$ cat src/hw/rtl/tltw_pkg.sv
// ----------------------------------------------------------------------------
// tltw_pkg: shared types and constants of the two-level timer wheel
// Sizes of the pool and wheels, status and opcode codes, list kinds,
// controller states and the command and status groups between the
// controller and the datapath.
// ----------------------------------------------------------------------------
`default_nettype none

package tltw_pkg;

    // Wheel geometry
    localparam int POOL_SIZE    = 32;
    localparam int FINE_BITS    = 8;
    localparam int COARSE_SLOTS = 64;

    localparam int FINE_SLOTS   = 1 << FINE_BITS;
    localparam int COARSE_BITS  = $clog2(COARSE_SLOTS);
    localparam int IDX_W        = $clog2(POOL_SIZE);
    localparam int PTR_W        = $clog2(POOL_SIZE + 1);
    localparam int CNT_W        = $clog2(POOL_SIZE + 1);
    localparam int SLOT_W       = (FINE_BITS > COARSE_BITS) ? FINE_BITS : COARSE_BITS;
    localparam int SPAN         = FINE_SLOTS * COARSE_SLOTS;

    // Field widths
    localparam int TIME_W     = 48;
    localparam int ID_W       = 32;
    localparam int TAG_W      = 32;
    localparam int OP_W       = 2;
    localparam int ST_W       = 3;
    localparam int IN_DATA_W  = 120;
    localparam int OUT_DATA_W = 72;

    typedef logic [PTR_W-1:0] t_ptr;
    localparam t_ptr NIL = '1;

    typedef enum logic [OP_W-1:0] {
        OP_SCHEDULE = 2'd0,
        OP_CANCEL   = 2'd1,
        OP_TICK     = 2'd2
    } t_opcode;

    typedef enum logic [ST_W-1:0] {
        ST_SCHEDULED = 3'd0,
        ST_FIRED_NOW = 3'd1,
        ST_FULL      = 3'd2,
        ST_CANCELLED = 3'd3,
        ST_NOT_FOUND = 3'd4,
        ST_EXPIRED   = 3'd5,
        ST_TICK_DONE = 3'd6
    } t_status;

    typedef enum logic [1:0] {
        LST_FINE   = 2'd0,
        LST_COARSE = 2'd1,
        LST_OVF    = 2'd2
    } t_list;

    typedef enum logic [1:0] {
        PH_SCHED  = 2'd0,
        PH_COARSE = 2'd1,
        PH_OVF    = 2'd2,
        PH_FINE   = 2'd3
    } t_phase;

    typedef enum logic [4:0] {
        S_IDLE,
        S_DISPATCH,
        S_SC_CHECK,
        S_CN_CHECK,
        S_CN_SCAN,
        S_CN_UNLINK,
        S_TK_ADV,
        S_TK_SEL,
        S_LS_OPEN,
        S_LS_HEAD,
        S_LS_TEST,
        S_LS_NEXT,
        S_LS_STEP,
        S_PL_DELTA,
        S_PL_SLOT,
        S_PL_LINK,
        S_FN_FIRE,
        S_EM_EXP,
        S_EM_FINAL
    } t_state;

    // Controller to datapath
    typedef struct packed {
        logic    load;
        logic    alloc;
        logic    scan_start;
        logic    scan_step;
        logic    unlink;
        logic    advance;
        logic    open;
        t_list   open_kind;
        logic    head_take;
        logic    cur_from_x;
        logic    walk_next;
        logic    x_step;
        logic    place_delta;
        logic    place_slot;
        logic    place_link;
        logic    fire;
        logic    emit;
        t_status emit_st;
    } t_dp_cmd;

    // Datapath to controller
    typedef struct packed {
        logic [OP_W-1:0] op;
        logic            past;
        logic            full;
        logic            id_zero;
        logic            hit;
        logic            scan_end;
        logic            fine_wrap;
        logic            coarse_wrap;
        logic            x_valid;
        logic            cur_armed;
        logic            cur_expired;
        logic            cur_notify;
        logic            out_busy;
    } t_dp_sts;

    function automatic logic ptr_ok(input t_ptr p);
        return p < PTR_W'(POOL_SIZE);
    endfunction

endpackage

`default_nettype wire

$ cat src/hw/rtl/tltw_ctrl.sv
// ----------------------------------------------------------------------------
// tltw_ctrl: sequencer of the timer wheel
// Steps through schedule, cancel and tick; walks slot lists one entry at a
// time and drives the datapath through a command group.
// ----------------------------------------------------------------------------
`default_nettype none

module tltw_ctrl (
    input  wire                 i_clk,
    input  wire                 i_rst_n,
    input  wire                 i_in_valid,
    output logic                o_in_ready,
    input  tltw_pkg::t_dp_sts   i_sts,
    output tltw_pkg::t_dp_cmd   o_cmd
);

    tltw_pkg::t_state  r_state, n_state;
    tltw_pkg::t_phase  r_phase, n_phase;
    tltw_pkg::t_status r_est,   n_est;

    // State registers
    always_ff @(posedge i_clk) begin
        if (!i_rst_n) begin
            r_state <= tltw_pkg::S_IDLE;
            r_phase <= tltw_pkg::PH_SCHED;
            r_est   <= tltw_pkg::ST_TICK_DONE;
        end else begin
            r_state <= n_state;
            r_phase <= n_phase;
            r_est   <= n_est;
        end
    end

    // Next state and commands
    always_comb begin
        n_state    = r_state;
        n_phase    = r_phase;
        n_est      = r_est;
        o_cmd      = '0;
        o_in_ready = 1'b0;
        unique case (r_state)
            tltw_pkg::S_IDLE: begin
                // no transfer is taken while reset is held
                o_in_ready = i_rst_n;
                if (i_in_valid && i_rst_n) begin
                    o_cmd.load = 1'b1;
                    n_state    = tltw_pkg::S_DISPATCH;
                end
            end
            tltw_pkg::S_DISPATCH: begin
                unique case (i_sts.op)
                    tltw_pkg::OP_SCHEDULE: n_state = tltw_pkg::S_SC_CHECK;
                    tltw_pkg::OP_CANCEL:   n_state = tltw_pkg::S_CN_CHECK;
                    tltw_pkg::OP_TICK:     n_state = tltw_pkg::S_TK_ADV;
                    default:               n_state = tltw_pkg::S_IDLE;
                endcase
            end
            tltw_pkg::S_SC_CHECK: begin
                priority if (i_sts.past) begin
                    n_est   = tltw_pkg::ST_FIRED_NOW;
                    n_state = tltw_pkg::S_EM_FINAL;
                end else if (i_sts.full) begin
                    n_est   = tltw_pkg::ST_FULL;
                    n_state = tltw_pkg::S_EM_FINAL;
                end else begin
                    o_cmd.alloc = 1'b1;
                    n_phase     = tltw_pkg::PH_SCHED;
                    n_state     = tltw_pkg::S_PL_DELTA;
                end
            end
            tltw_pkg::S_CN_CHECK: begin
                if (i_sts.id_zero) begin
                    n_est   = tltw_pkg::ST_NOT_FOUND;
                    n_state = tltw_pkg::S_EM_FINAL;
                end else begin
                    o_cmd.scan_start = 1'b1;
                    n_state          = tltw_pkg::S_CN_SCAN;
                end
            end
            tltw_pkg::S_CN_SCAN: begin
                priority if (i_sts.hit) begin
                    n_state = tltw_pkg::S_CN_UNLINK;
                end else if (i_sts.scan_end) begin
                    n_est   = tltw_pkg::ST_NOT_FOUND;
                    n_state = tltw_pkg::S_EM_FINAL;
                end else begin
                    o_cmd.scan_step = 1'b1;
                end
            end
            tltw_pkg::S_CN_UNLINK: begin
                o_cmd.unlink = 1'b1;
                n_est        = tltw_pkg::ST_CANCELLED;
                n_state      = tltw_pkg::S_EM_FINAL;
            end
            tltw_pkg::S_TK_ADV: begin
                o_cmd.advance = 1'b1;
                n_state       = tltw_pkg::S_TK_SEL;
            end
            tltw_pkg::S_TK_SEL: begin
                n_phase = i_sts.fine_wrap ? tltw_pkg::PH_COARSE : tltw_pkg::PH_FINE;
                n_state = tltw_pkg::S_LS_OPEN;
            end
            // Detach the head of the list being walked
            tltw_pkg::S_LS_OPEN: begin
                o_cmd.open = 1'b1;
                unique case (r_phase)
                    tltw_pkg::PH_COARSE: o_cmd.open_kind = tltw_pkg::LST_COARSE;
                    tltw_pkg::PH_OVF:    o_cmd.open_kind = tltw_pkg::LST_OVF;
                    default:             o_cmd.open_kind = tltw_pkg::LST_FINE;
                endcase
                n_state = tltw_pkg::S_LS_HEAD;
            end
            tltw_pkg::S_LS_HEAD: begin
                o_cmd.head_take = 1'b1;
                n_state         = tltw_pkg::S_LS_TEST;
            end
            tltw_pkg::S_LS_TEST: begin
                if (i_sts.x_valid) begin
                    o_cmd.cur_from_x = 1'b1;
                    n_state          = tltw_pkg::S_LS_NEXT;
                end else begin
                    unique case (r_phase)
                        tltw_pkg::PH_COARSE: begin
                            n_phase = i_sts.coarse_wrap ? tltw_pkg::PH_OVF
                                                        : tltw_pkg::PH_FINE;
                            n_state = tltw_pkg::S_LS_OPEN;
                        end
                        tltw_pkg::PH_OVF: begin
                            n_phase = tltw_pkg::PH_FINE;
                            n_state = tltw_pkg::S_LS_OPEN;
                        end
                        default: begin
                            n_est   = tltw_pkg::ST_TICK_DONE;
                            n_state = tltw_pkg::S_EM_FINAL;
                        end
                    endcase
                end
            end
            tltw_pkg::S_LS_NEXT: begin
                o_cmd.walk_next = 1'b1;
                if (r_phase == tltw_pkg::PH_FINE) begin
                    priority if (i_sts.cur_expired) begin
                        n_state = tltw_pkg::S_FN_FIRE;
                    end else if (i_sts.cur_armed) begin
                        n_state = tltw_pkg::S_PL_DELTA;
                    end else begin
                        n_state = tltw_pkg::S_LS_STEP;
                    end
                end else begin
                    n_state = tltw_pkg::S_PL_DELTA;
                end
            end
            tltw_pkg::S_LS_STEP: begin
                o_cmd.x_step = 1'b1;
                n_state      = tltw_pkg::S_LS_TEST;
            end
            tltw_pkg::S_PL_DELTA: begin
                o_cmd.place_delta = 1'b1;
                n_state           = tltw_pkg::S_PL_SLOT;
            end
            tltw_pkg::S_PL_SLOT: begin
                o_cmd.place_slot = 1'b1;
                n_state          = tltw_pkg::S_PL_LINK;
            end
            tltw_pkg::S_PL_LINK: begin
                o_cmd.place_link = 1'b1;
                if (r_phase == tltw_pkg::PH_SCHED) begin
                    n_est   = tltw_pkg::ST_SCHEDULED;
                    n_state = tltw_pkg::S_EM_FINAL;
                end else begin
                    n_state = tltw_pkg::S_LS_STEP;
                end
            end
            tltw_pkg::S_FN_FIRE: begin
                o_cmd.fire = 1'b1;
                n_state    = i_sts.cur_notify ? tltw_pkg::S_EM_EXP : tltw_pkg::S_LS_STEP;
            end
            tltw_pkg::S_EM_EXP: begin
                if (!i_sts.out_busy) begin
                    o_cmd.emit    = 1'b1;
                    o_cmd.emit_st = tltw_pkg::ST_EXPIRED;
                    n_state       = tltw_pkg::S_LS_STEP;
                end
            end
            tltw_pkg::S_EM_FINAL: begin
                if (!i_sts.out_busy) begin
                    o_cmd.emit    = 1'b1;
                    o_cmd.emit_st = r_est;
                    n_state       = tltw_pkg::S_IDLE;
                end
            end
            default: begin
                n_state = tltw_pkg::S_IDLE;
            end
        endcase
    end

endmodule

`default_nettype wire

$ cat config.mk
export PLATFORM = sky130hd
export DESIGN_NAME = tltw_ctrl
export DESIGN_NICKNAME = d
export VERILOG_FILES = /design/src/hw/rtl/tltw_pkg.sv /design/src/hw/rtl/tltw_ctrl.sv
export SDC_FILE = /design/constraint.sdc
export NUM_CORES = 1
export LEC_CHECK = 0
export BUFFER_PORTS_ARGS = -buffer_cell sky130_fd_sc_hd__buf_2
export CAP_MARGIN = 40
export CORE_UTILIZATION = 40
export CTS_CLUSTER_DIAMETER = 80
export DETAILED_ROUTE_END_ITERATION = 16
export HOLD_SLACK_MARGIN = 0.1
export PLACE_DENSITY = 0.67
export SLEW_MARGIN = 15
export SYNTH_ARGS = -nofsm -noshare
export SYNTH_HDL_FRONTEND = slang
export SYNTH_SLANG_ARGS = --single-unit
$ cat constraint.sdc
create_clock -name i_clk -period 1.95 [get_ports i_clk]
set_input_delay 0.39 -clock i_clk [delete_from_list [all_inputs] [get_ports i_clk]]
set_output_delay 0.39 -clock i_clk [all_outputs]
set_load 0.02 [all_outputs]
# Word-level counts from Yosys, hierarchy flattened
# Cells that the tools add are included.
dict set report word_totals {
  elab_cells 111
  in_bits 17
  out_inout_bits 22
  register_bits 10
}
dict set report op_classes {
  n_mux 60
  eq_ne 37
  n_reduce_logical 11
}
# cell n
set op_table {}
lappend op_table {{$pmux 5 s18} 1}
lappend op_table {{$mux 5} 14}
lappend op_table {{$eq 5x4->1 const B} 8}
lappend op_table {{$mux 3} 9}
lappend op_table {{$mux 1} 24}
lappend op_table {{$ne 2x2->1 const B} 11}
lappend op_table {{$eq 5x3->1 const B} 4}
lappend op_table {{$pmux 3 s6} 1}
lappend op_table {{$eq 5x5->1 const B} 3}
lappend op_table {{$eq 5x2->1 const B} 2}
lappend op_table {{$pmux 3 s3} 1}
lappend op_table {{$mux 2} 4}
lappend op_table {{$mux 4} 2}
lappend op_table {{$pmux 2 s2} 2}
lappend op_table {{$pmux 4 s2} 1}
lappend op_table {{$reduce_and 8->1} 1}
lappend op_table {{$eq 2x2->1 const B} 3}
lappend op_table {{$ne 3x3->1 const B} 2}
lappend op_table {{$pmux 2 s3} 1}
lappend op_table {{$reduce_bool 6->1} 1}
lappend op_table {{$eq 5x1->1 const B} 1}
lappend op_table {{$logic_not 5->1} 1}
lappend op_table {{$reduce_and 5->1} 1}
lappend op_table {{$eq 2x1->1 const B} 2}
lappend op_table {{6 further kinds} 8}

# Logic depth before layout (Yosys ltp)
# Gate-level depths: netlist (run 1).
dict set report logic_depth {
  word_depth 5
  depth_mapped 8
  depth_no_buf 7
}

# Least setup slack after synthesis (run 1)
# No wires, ideal clock.
dict set report synth_path {
  kind {register -> register}
  start {reg r_state[0]}
  end {reg r_state[4]}
  arrival_ns 2.036
  required_ns 1.808
  period_less_slack_ns 2.178
  stages_incl_launch_ff 7
  setup_time_ns 0.142
  n_path_buf 1
  path_slack_ns -0.228
  cell_sequence {dfxtp_1 -> buf_2 -> or3_1 -> nor4_1 -> nor2b_1 -> o21ai_0 -> a41oi_1}
}
dict set report synth_via {
  elab_chain_cells 3
  elab_cells_between_ends 26
  cone_classes {eq/ne: 22; mux: 1; reduce/logical: 3}
}
# item line
set synth_rtl {}
lappend synth_rtl {{start: declaration} tltw_ctrl.sv:17} ;# tltw_pkg::t_state r_state, n_state;
lappend synth_rtl {{start signal: assignment} tltw_ctrl.sv:24} ;# r_state <= tltw_pkg::S_IDLE;
lappend synth_rtl {{start signal: assignment} tltw_ctrl.sv:28} ;# r_state <= n_state;
lappend synth_rtl {{$eq 5x4->1, or another cell as far along} tltw_ctrl.sv:41} ;# unique case (r_state)
lappend synth_rtl {{$reduce_or 2->1 (no line), or another cell as far along} -}
lappend synth_rtl {{$pmux 5 s18 or $reduce_and 4->1 (tied branches)} -}
# Several ways; a longest one is shown, not always the timed one.
# A chain may end at the register's enable or synchronous reset.

==> results of run 1 <==
-- worst reg2reg max path: stages, from the launching register on --
cell and delay (ps):
dfxtp_2 330, inv_2 70, ha_4 130, nand4_1 120, and3b_1 220, or4_4 440, nor4_4 240, mux2_2 370
-- metrics by stage --
stage                     setup TNS, ps  setup WS, ps
after floorplan                   -15.6         -7.81
after global placement             -119         -59.8
after detailed placement           -162         -80.8
after CTS                          -366         -83.1
after global routing               -785          -154
final                              -347          -100
-- per-layer routing --
metal	track usage, %	up-vias
met5	0	-
met3	3.96	17
met2	47.7	94
met4	12.2	0
li1	-	850
met1	39.5	868
-- final timing paths --
check / to / slack [ps]
hold / removal: r_state[0]$_SDFFE_PN0P_ / 440
setup reg to reg: r_est[1]$_SDFFE_PN1P_ / -80
setup / recovery: o_cmd[19] / -100
hold reg to reg: r_est[0]$_SDFFE_PN0P_ / 480
-- timing repair --
item	4_1_cts	5_1_grt
pin swaps	8	9
hold buffers	0	0
resized for setup	43	33
setup buffers	10	7
endpoints found under the setup margin	16	24
-- power by group --
part           switching, mW  internal (mW)
clock network         0.0829         0.0716
registers             0.0244          0.223
logic                  0.338          0.310
total                  0.445          0.605
-- registers in the layout, summed over array words and instances, names as in the netlist --
signal,cells
r_est,3
r_phase,2
r_state,5
-- cell families (layout without fill, tap and decap cells) --
family | Yosys count | in the layout | synth area share (%)
and+or+nand+nor | 96 | 96 | 41.8
adders and majority gates | 5 | 5 | 4.85
DFF | 10 | 10 | 15.5
xor gates and xnor gates | 2 | 2 | 1.36
muxes | 3 | 3 | 2.52
AOI/OAI and AO/OA | 46 | 46 | 24.9
buffers and inverters | 25 | 106 | 9.02
-- cell type report --
class                           instances  area share, %
Multi-Input combinational cell        152           53.0
Tap cell                               44           2.51
Sequential cell                        10           9.98
Inverter                                9           1.54
Timing Repair Buffer                   94           32.0
Clock buffer                            3           1.03
-- synth_stat cells, types with 4 or more instances --
cell type / number / area [um2]
dfxtp_1: 10 / 200
o21ai_0: 7 / 35.0
a21oi_1: 11 / 55.1
ha_1: 5 / 62.6
inv_1: 9 / 33.8
nand2_1: 14 / 52.6
nor2_1: 21 / 78.8
o211ai_1: 5 / 37.5
nor2b_1: 9 / 56.3
nand2b_1: 11 / 68.8
buf_2: 6 / 30.0
nand3_1: 4 / 20.0
clkbuf_1: 6 / 22.5
nor4_1: 4 / 25.0
nor3_1: 12 / 60.1
==> summary.txt, run 1 <==
Outcome - finished with violations
Leak pwr - 0.932 nW
Met2 WL - 2630 um
Antenna cell count - 0
CP most frequent cell - buf_6
Final period util - 105%
Longest Clk Path Bufs - 2
Via density - 5.86
Critical path buffers and inverters - 3
Util after Layout - 71.9%
Post-Route WL - 5450 um
Met3 wire length - 408 um
Slowest library cell on the worst path - or3b_4
Commonest non-fill, non-tap cell in the layout - buf_4
Max Cap Violations - 0
GRT Total Usage - 29.6%
Post-Syn Instances - 187
Failing checks - negative setup slack
Fillers - 252
CTS tree - built
Most frequent cells in the layout - buf_4 (55), buf_2 (26), nor2_1 (17)
Min cycle time layout - 2050 ps
Highest metal used - met4
CP arrival - 1660 ps
Crit path from - r_state[1]$_SDFFE_PN0P_
Worst Path Required - 1560 ps
Cell Area, Synth - 1290 um2
Clock Tree Root - clkbuf_4
I/O pin cnt - 39
CP Capture Type - output pin
Post-Layout Cell Count - 312
CTS H-tree lvls - 1
CP Max Fanout - 5
Post-synth top flop - dfxtp_1
Placer Congestion - 0.907
Drc violations - 0
Num CTS Buffers - 3
Worst path depth - 5
Grt ovf - 0
HP Start - i_sts[0]
Routed Antenna Nets - 0
Fin Clk Skew - 4.43 ps
Final worst slack - -100 ps
CP Class - reg -> out
Synth Register Bits - 10
Placed inst area - 1790 um2
Wl on met1 - 2210 um
Final Setup Violations - 8
Layout area overhead - 70.1%
Initial DRC Count - 178
Skew-Pair Late Insertion Delay - 270 ps
Drt wl/cell - 17.5 um
Multi-input logic area - 1160 um2
RSZ-0062 raised after global routing - yes
Syn_nets - 209
CP Launch Type - register
FFs w/ async S/R, synth - 0%
Number of failing hold endpoints at the final stage - 0
Delay of the slowest critical-path stage - 380 ps
Via count - 1829
Final Max Slew Viols - 0
Power Total - 1.05 mW
Synth unique cells - 52
# port buffers - 38
Worst-path clk slew - 80 ps
Nets - 292
Placed instance count - 294
Hold depth - 3
Vias in the first global route - 1631
Sequential cell area - 219 um2
Worst r2r path cells - 7
EDFF count, synth - 0
Site Rows - 20
Post-DP HPWL - 3550 um
Pre-antenna DRT Iters - 4
Headroom to the max-slew limit - 73.6%
Largest net degree at the start of global routing - 16
Worst Max-Slew Pin Slew - 394 ps
TritonCTS Sinks - 10
Max Fclk - 488 MHz
Starting Density - 42.3%
Worst Hold Class - in -> reg
Die Wd - 58.8 um
Crit-path leading delay family - simple AND/OR/NAND/NOR gates
First-pass GRT wire length - 7670 um
Layout cells sized above 1 - 52.2%
Sequential fraction of the synthesis area - 15.5%
Die Height - 58.8 um
Initial antenna violation count - 0
R2R Path Start - r_phase[0]$_SDFFE_PN0P_
Design area - 2190 um2
CP cell instances - buf_6, or3b_4, buf_6, nor4_4, buf_4
VDD IR max - 0.224 mV
Core area - 3050 um2
Syn_area_per_cell - 6.90 um2
Synth warn - 0
Fin Hold WS - 439 ps
Die area - 3460 um2
Power Dens Cells - 478 nW/um2
No activity file was read; power rests on OpenSTA's default activity.
==> run 2: changes to the inputs <==
CORE_MARGIN = 4   (was not set)
==> run 2 against run 1 <==
The run still ends with negative setup slack left. Register-to-register slack better by 80 ps. Non-clock buffer count down 14. Clock skew up 5.4 ps. Largest power group unchanged. Utilization is 4.4 points lower. Die area is 21% higher. Critical path depth shrank 1. Highest routed layer unchanged. First-iteration DRC count fell by 32%. Power is 0.16% lower. Setup slack gained 52 ps.
==> summary.txt, run 2 (synthesis gave the netlist of run 1 again) <==
Outcome - finished with violations
Failing checks - negative setup slack
Layout cells sized above 1 - 49.0%
Final period util - 102%
Hold Buf Count CTS - 0
Switching power - 0.425 mW
Worst Path Required - 1560 ps
CTS H-tree lvls - 1
Pre-CTS setup slack - -80.0 ps
Power Total - 1.05 mW
I/O pin cnt - 39
Die Height - 64.8 um
Vias in the first global route - 1539
Headroom to the max-slew limit - 73.5%
Most frequent cells in the layout - buf_4 (42), buf_2 (29), nor2_1 (17)
Max Cap Violations - 0
Die Wd - 64.8 um
First-pass GRT wire length - 7270 um
Drc violations - 0
Layout area overhead - 61.1%
R2R Path Start - r_phase[0]$_SDFFE_PN0P_
CTS tree - built
RSZ-0062 raised after global routing - yes
Site Rows - 20
Hold Path Sink - r_state[0]$_SDFFE_PN0P_
Num CTS Buffers - 3
CP Launch Type - register
Commonest non-fill, non-tap cell in the layout - buf_4
Clk pwr share - 19.4%
Starting Density - 41.9%
Drt wl/cell - 15.5 um
Worst-path clk slew - 90 ps
Via density - 5.71
Worst r2r path cells - 7
Post-Route WL - 4630 um
Max reg flops - 5
Largest net degree at the start of global routing - 19
Leak pwr - 0.865 nW
Cell-internal power - 0.623 mW
Placed instance count - 290
Grt ovf - 0
Slack of the worst reg-to-reg path - 0 ps
# port buffers - 38
Logic pwr share - 57.0%
Final Setup Violations - 6
Max Fclk - 500 MHz
Slowest library cell on the worst path - or3b_4
Initial antenna violation count - 0
Initial DRC Count - 121
Delay of the slowest critical-path stage - 410 ps
CP Class - reg -> out
Util after Layout - 67.5%
CP Max Fanout - 6
Placed inst area - 1770 um2
Sw frac - 40.5%
CP arrival - 1610 ps
Final worst slack - -48.7 ps
Worst Max-Slew Pin Slew - 387 ps
Skew-Pair Late Insertion Delay - 280 ps
Placer Congestion - 0.873
Number of failing hold endpoints at the final stage - 0
Power Dens Cells - 504 nW/um2
Hold depth - 3
Biggest regs - r_state (5), r_est (3), r_phase (2)
CP Capture Type - output pin
Capturing point of the worst reg2reg path - r_est[1]$_SDFFE_PN1P_
Die area - 4200 um2
Longest Clk Path Bufs - 2
Core area - 3080 um2
HP Start - i_sts[0]
Clock Tree Root - clkbuf_4
Fin Clk Skew - 9.86 ps
Post-Layout Cell Count - 299
Sequential cell fraction of total power - 23.6%
GRT Total Usage - 21.9%
Post-DP HPWL - 3400 um
Final Max Slew Viols - 0
CP cell instances - or3b_4, buf_6, nor4_4, buf_4
TritonCTS Sinks - 10
Pre-antenna DRT Iters - 5
Min cycle time layout - 2000 ps
Antenna cell count - 0
VDD IR max - 0.277 mV
Design area - 2080 um2
Worst Hold Class - in -> reg
Via count - 1708
Top reg by flops - r_state
Nets - 278
Routed Antenna Nets - 0
-- run 2: cell count changes in the layout (fill, tap and decap cells not counted), sizes merged --
cell / before / now
buf: 94 / 80
clkbuf: 3 / 4
-- run 2: per-stage QoR --
step / setup TNS [ps] / hold slack, ps
3_5_place_dp: -156 / 456
2_1_floorplan: -15.6 / 435
3_3_place_gp: -110 / 445
4_1_cts: -108 / 388
6_report: -155 / 393
5_1_grt: -781 / 400
-- run 2: worst max-delay path: cells and delay by family (launching register included) --
family | cells | cell delay [ps]
flip-flops | 1 | 380
buffers and inverters | 2 | 320
AND/OR/NAND/NOR | 2 | 630
-- run 2: worst max path at each step --
stage / cells after the start / to / start
final: 4 / o_cmd[19] / r_state[1]$_SDFFE_PN0P_
after global routing: 4 / o_cmd[19] / r_state[2]$_SDFFE_PN0P_
after CTS: 4 / o_cmd[19] / r_state[1]$_SDFFE_PN0P_
after detailed placement: 7 / r_est[1]$_SDFFE_PN1P_ / r_phase[0]$_SDFFE_PN0P_
after global placement: 7 / r_est[2]$_SDFFE_PN1P_ / r_phase[0]$_SDFFE_PN0P_
after floorplan: 7 / r_est[1]$_SDFFE_PN1P_ / r_state[2]$_SDFFE_PN0P_
-- run 2: power groups by stage --
stage	clock, mW	combinational [mW]	sequential [mW]
2_1_floorplan	0	0.317	0.233
3_3_place_gp	0	0.480	0.249
3_5_place_dp	0	0.480	0.249
4_1_cts	0.201	0.520	0.245
5_1_grt	0.217	0.643	0.251
6_report	0.204	0.597	0.247
-- run 2: layout make-up --
cell class,count,area (um2)
well taps,44,55.1
multi-input cells,152,1160
clock buffers,4,36.3
inverters,9,33.8
flip-flops and latches,10,219
repair buffers,80,571
fillers,267,1000
-- run 2: repair_timing --
item | 4_1_cts | 5_1_grt
gates resized for setup | 28 | 37
pin swaps | 0 | 5
endpoints found under the setup margin | 17 | 20
buffers inserted | 2 | 3
-- run 2: per-layer routing --
metal | vias up | track usage [%] | wire length (um)
li1 | 823 | - | -
met1 | 788 | 29.7 | 1990
met2 | 83 | 35.1 | 2230
met3 | 14 | 1.91 | 288
met4 | 0 | 9.76 | 121
met5 | - | 0 | 0
==> run 3: changes to the inputs <==
clock period = 1.8 ns   (was 1.95 ns; I/O delays follow)
==> run 3 against run 2 <==
The flow still finishes with violations (negative setup slack). Critical path depth increased by 3. Flip-flop and latch count unchanged. Non-clock buffer count increased by 24. Highest routed layer unchanged.
==> summary.txt, run 3 (synthesis gave the netlist of run 1 again) <==
Multi-input logic area - 1250 um2
First-pass GRT wire length - 8120 um
Outcome - finished with violations
Post-Route WL - 6010 um
CP Capture Type - register
Hold depth - 3
CTS tree - built
Grt ovf - 0
Fillers - 210
Util after Layout - 77.9%
Design area - 2400 um2
Layout cells sized above 1 - 57.9%
Starting Density - 41.9%
Max reg flops - 5
Final Max Slew Viols - 0
Placed inst area - 1880 um2
Nets - 302
Via density - 5.85
Post-Layout Cell Count - 322
Fin Clk Skew - 7.05 ps
# port buffers - 38
Longest Clk Path Bufs - 2
Antenna cell count - 0
Sequential cell area - 218 um2
R2R Path Start - r_phase[0]$_SDFFE_PN0P_
Biggest regs - r_state (5), r_est (3), r_phase (2)
Placed instance count - 299
Initial antenna violation count - 0
Top reg by flops - r_state
Drt wl/cell - 18.7 um
GRT Total Usage - 24.4%
CP arrival - 2190 ps
Leak pwr - 0.993 nW
Layout area overhead - 85.9%
Drc violations - 0
Power Dens Cells - 517 nW/um2
VDD IR max - 0.256 mV
Worst r2r path cells - 7
Worst-path clk slew - 80 ps
CTS H-tree lvls - 1
CP cell instances - inv_2, ha_4, nand4_1, and3b_1, or4_4, nor4_4, mux2_4
RSZ-0062 raised after global routing - yes
Critical path buffers and inverters - 1
Delay of the slowest critical-path stage - 430 ps
Crit-path leading delay family - simple AND/OR/NAND/NOR gates
Site Rows - 20
Initial DRC Count - 165
Placer Congestion - 0.878
CP Class - reg -> reg
Largest net degree at the start of global routing - 16
Min cycle time layout - 2040 ps
Worst Max-Slew Pin Slew - 442 ps
Max Fclk - 491 MHz
Most frequent cells in the layout - buf_4 (63), buf_2 (20), buf_6 (19)
CP Launch Type - register
CP Max Fanout - 3
Capturing point of the worst reg2reg path - r_est[2]$_SDFFE_PN1P_
Worst Path Required - 1950 ps
Failing checks - negative setup slack
Final worst slack - -236 ps
Num CTS Buffers - 3
Number of failing hold endpoints at the final stage - 0
I/O pin cnt - 39
Via count - 1884
Hold Path Sink - r_state[4]$_SDFFE_PN0P_
Final period util - 113%
Headroom to the max-slew limit - 70.1%
Hold Buf Count CTS - 0
Max Cap Violations - 0
Clock Tree Root - clkbuf_4
Vias in the first global route - 1689
TritonCTS Sinks - 10
Final Setup Violations - 20
Routed Antenna Nets - 0
Pre-antenna DRT Iters - 5
Die Wd - 64.8 um
Slowest library cell on the worst path - or4_4
Die Height - 64.8 um
Commonest non-fill, non-tap cell in the layout - buf_4
Core area - 3080 um2
HP Start - i_sts[1]
Worst Hold Class - in -> reg
Slack of the worst reg-to-reg path - -240 ps
Post-DP HPWL - 3600 um
Die area - 4200 um2
Skew-Pair Late Insertion Delay - 270 ps
## run 3: cell types whose count changed in the layout (fill, tap and decap cells not counted), moves of 3 or more
cell    change
buf_4      +21
buf_6      +11
buf_2       -9
nor2_1      -5
nor2_4      +4
nor3_1      -4
nor3_2      +3
## run 3: metrics by stage
step                hold WS, ps  power [mW]  setup TNS, ps  setup slack [ps]
global route                411        1.30          -3400              -307
floorplan                   435       0.618           -294              -133
finish                      415        1.24          -2250              -236
CTS                         418        1.07          -1890              -179
global placement            446       0.827          -1010              -205
detailed placement          459       0.831          -1140              -249
## run 3: routing by layer
metal	track usage (%)	vias up	wire, um
met4	7.92	0	211
met2	40.2	99	2840
met1	33.0	888	2510
met3	2.43	23	450
met5	0	-	0
li1	-	874	-
## run 3: power by group
group          switching, mW  internal (mW)
Clock                 0.0850         0.0773
Sequential            0.0314          0.242
Combinational          0.415          0.388
## run 3: cell type report
cell class,instances,area share [%]
inverter,9,1.41
timing repair buffer,104,34.1
clock buffer,3,0.939
multi-input combinational,152,52.2
sequential,10,9.08
tap,44,2.30
## run 3: repair_timing
item,in CTS,in global routing
gates resized for setup,43,53
buffers inserted,9,11
endpoints found under the hold margin,0,0
pin swaps,7,8
endpoints found under the setup margin,28,29
## run 3: how the worst max path moves through the flow
stage | start | to | slack [ps] | cells past startpoint
CTS | r_state[1]$_SDFFE_PN0P_ | o_cmd[19] | -180 | 5
floorplan | r_state[2]$_SDFFE_PN0P_ | r_est[1]$_SDFFE_PN1P_ | -130 | 7
detailed placement | r_state[3]$_SDFFE_PN0P_ | r_est[1]$_SDFFE_PN1P_ | -250 | 5
global route | r_phase[0]$_SDFFE_PN0P_ | r_est[2]$_SDFFE_PN1P_ | -310 | 7
global placement | r_state[1]$_SDFFE_PN0P_ | r_est[1]$_SDFFE_PN1P_ | -210 | 7
finish | r_phase[0]$_SDFFE_PN0P_ | r_est[2]$_SDFFE_PN1P_ | -240 | 7
## run 3: worst min-delay path, stage by stage
cell and delay, ps:
buf_2 110, nand3_1 60, a41oi_1 110
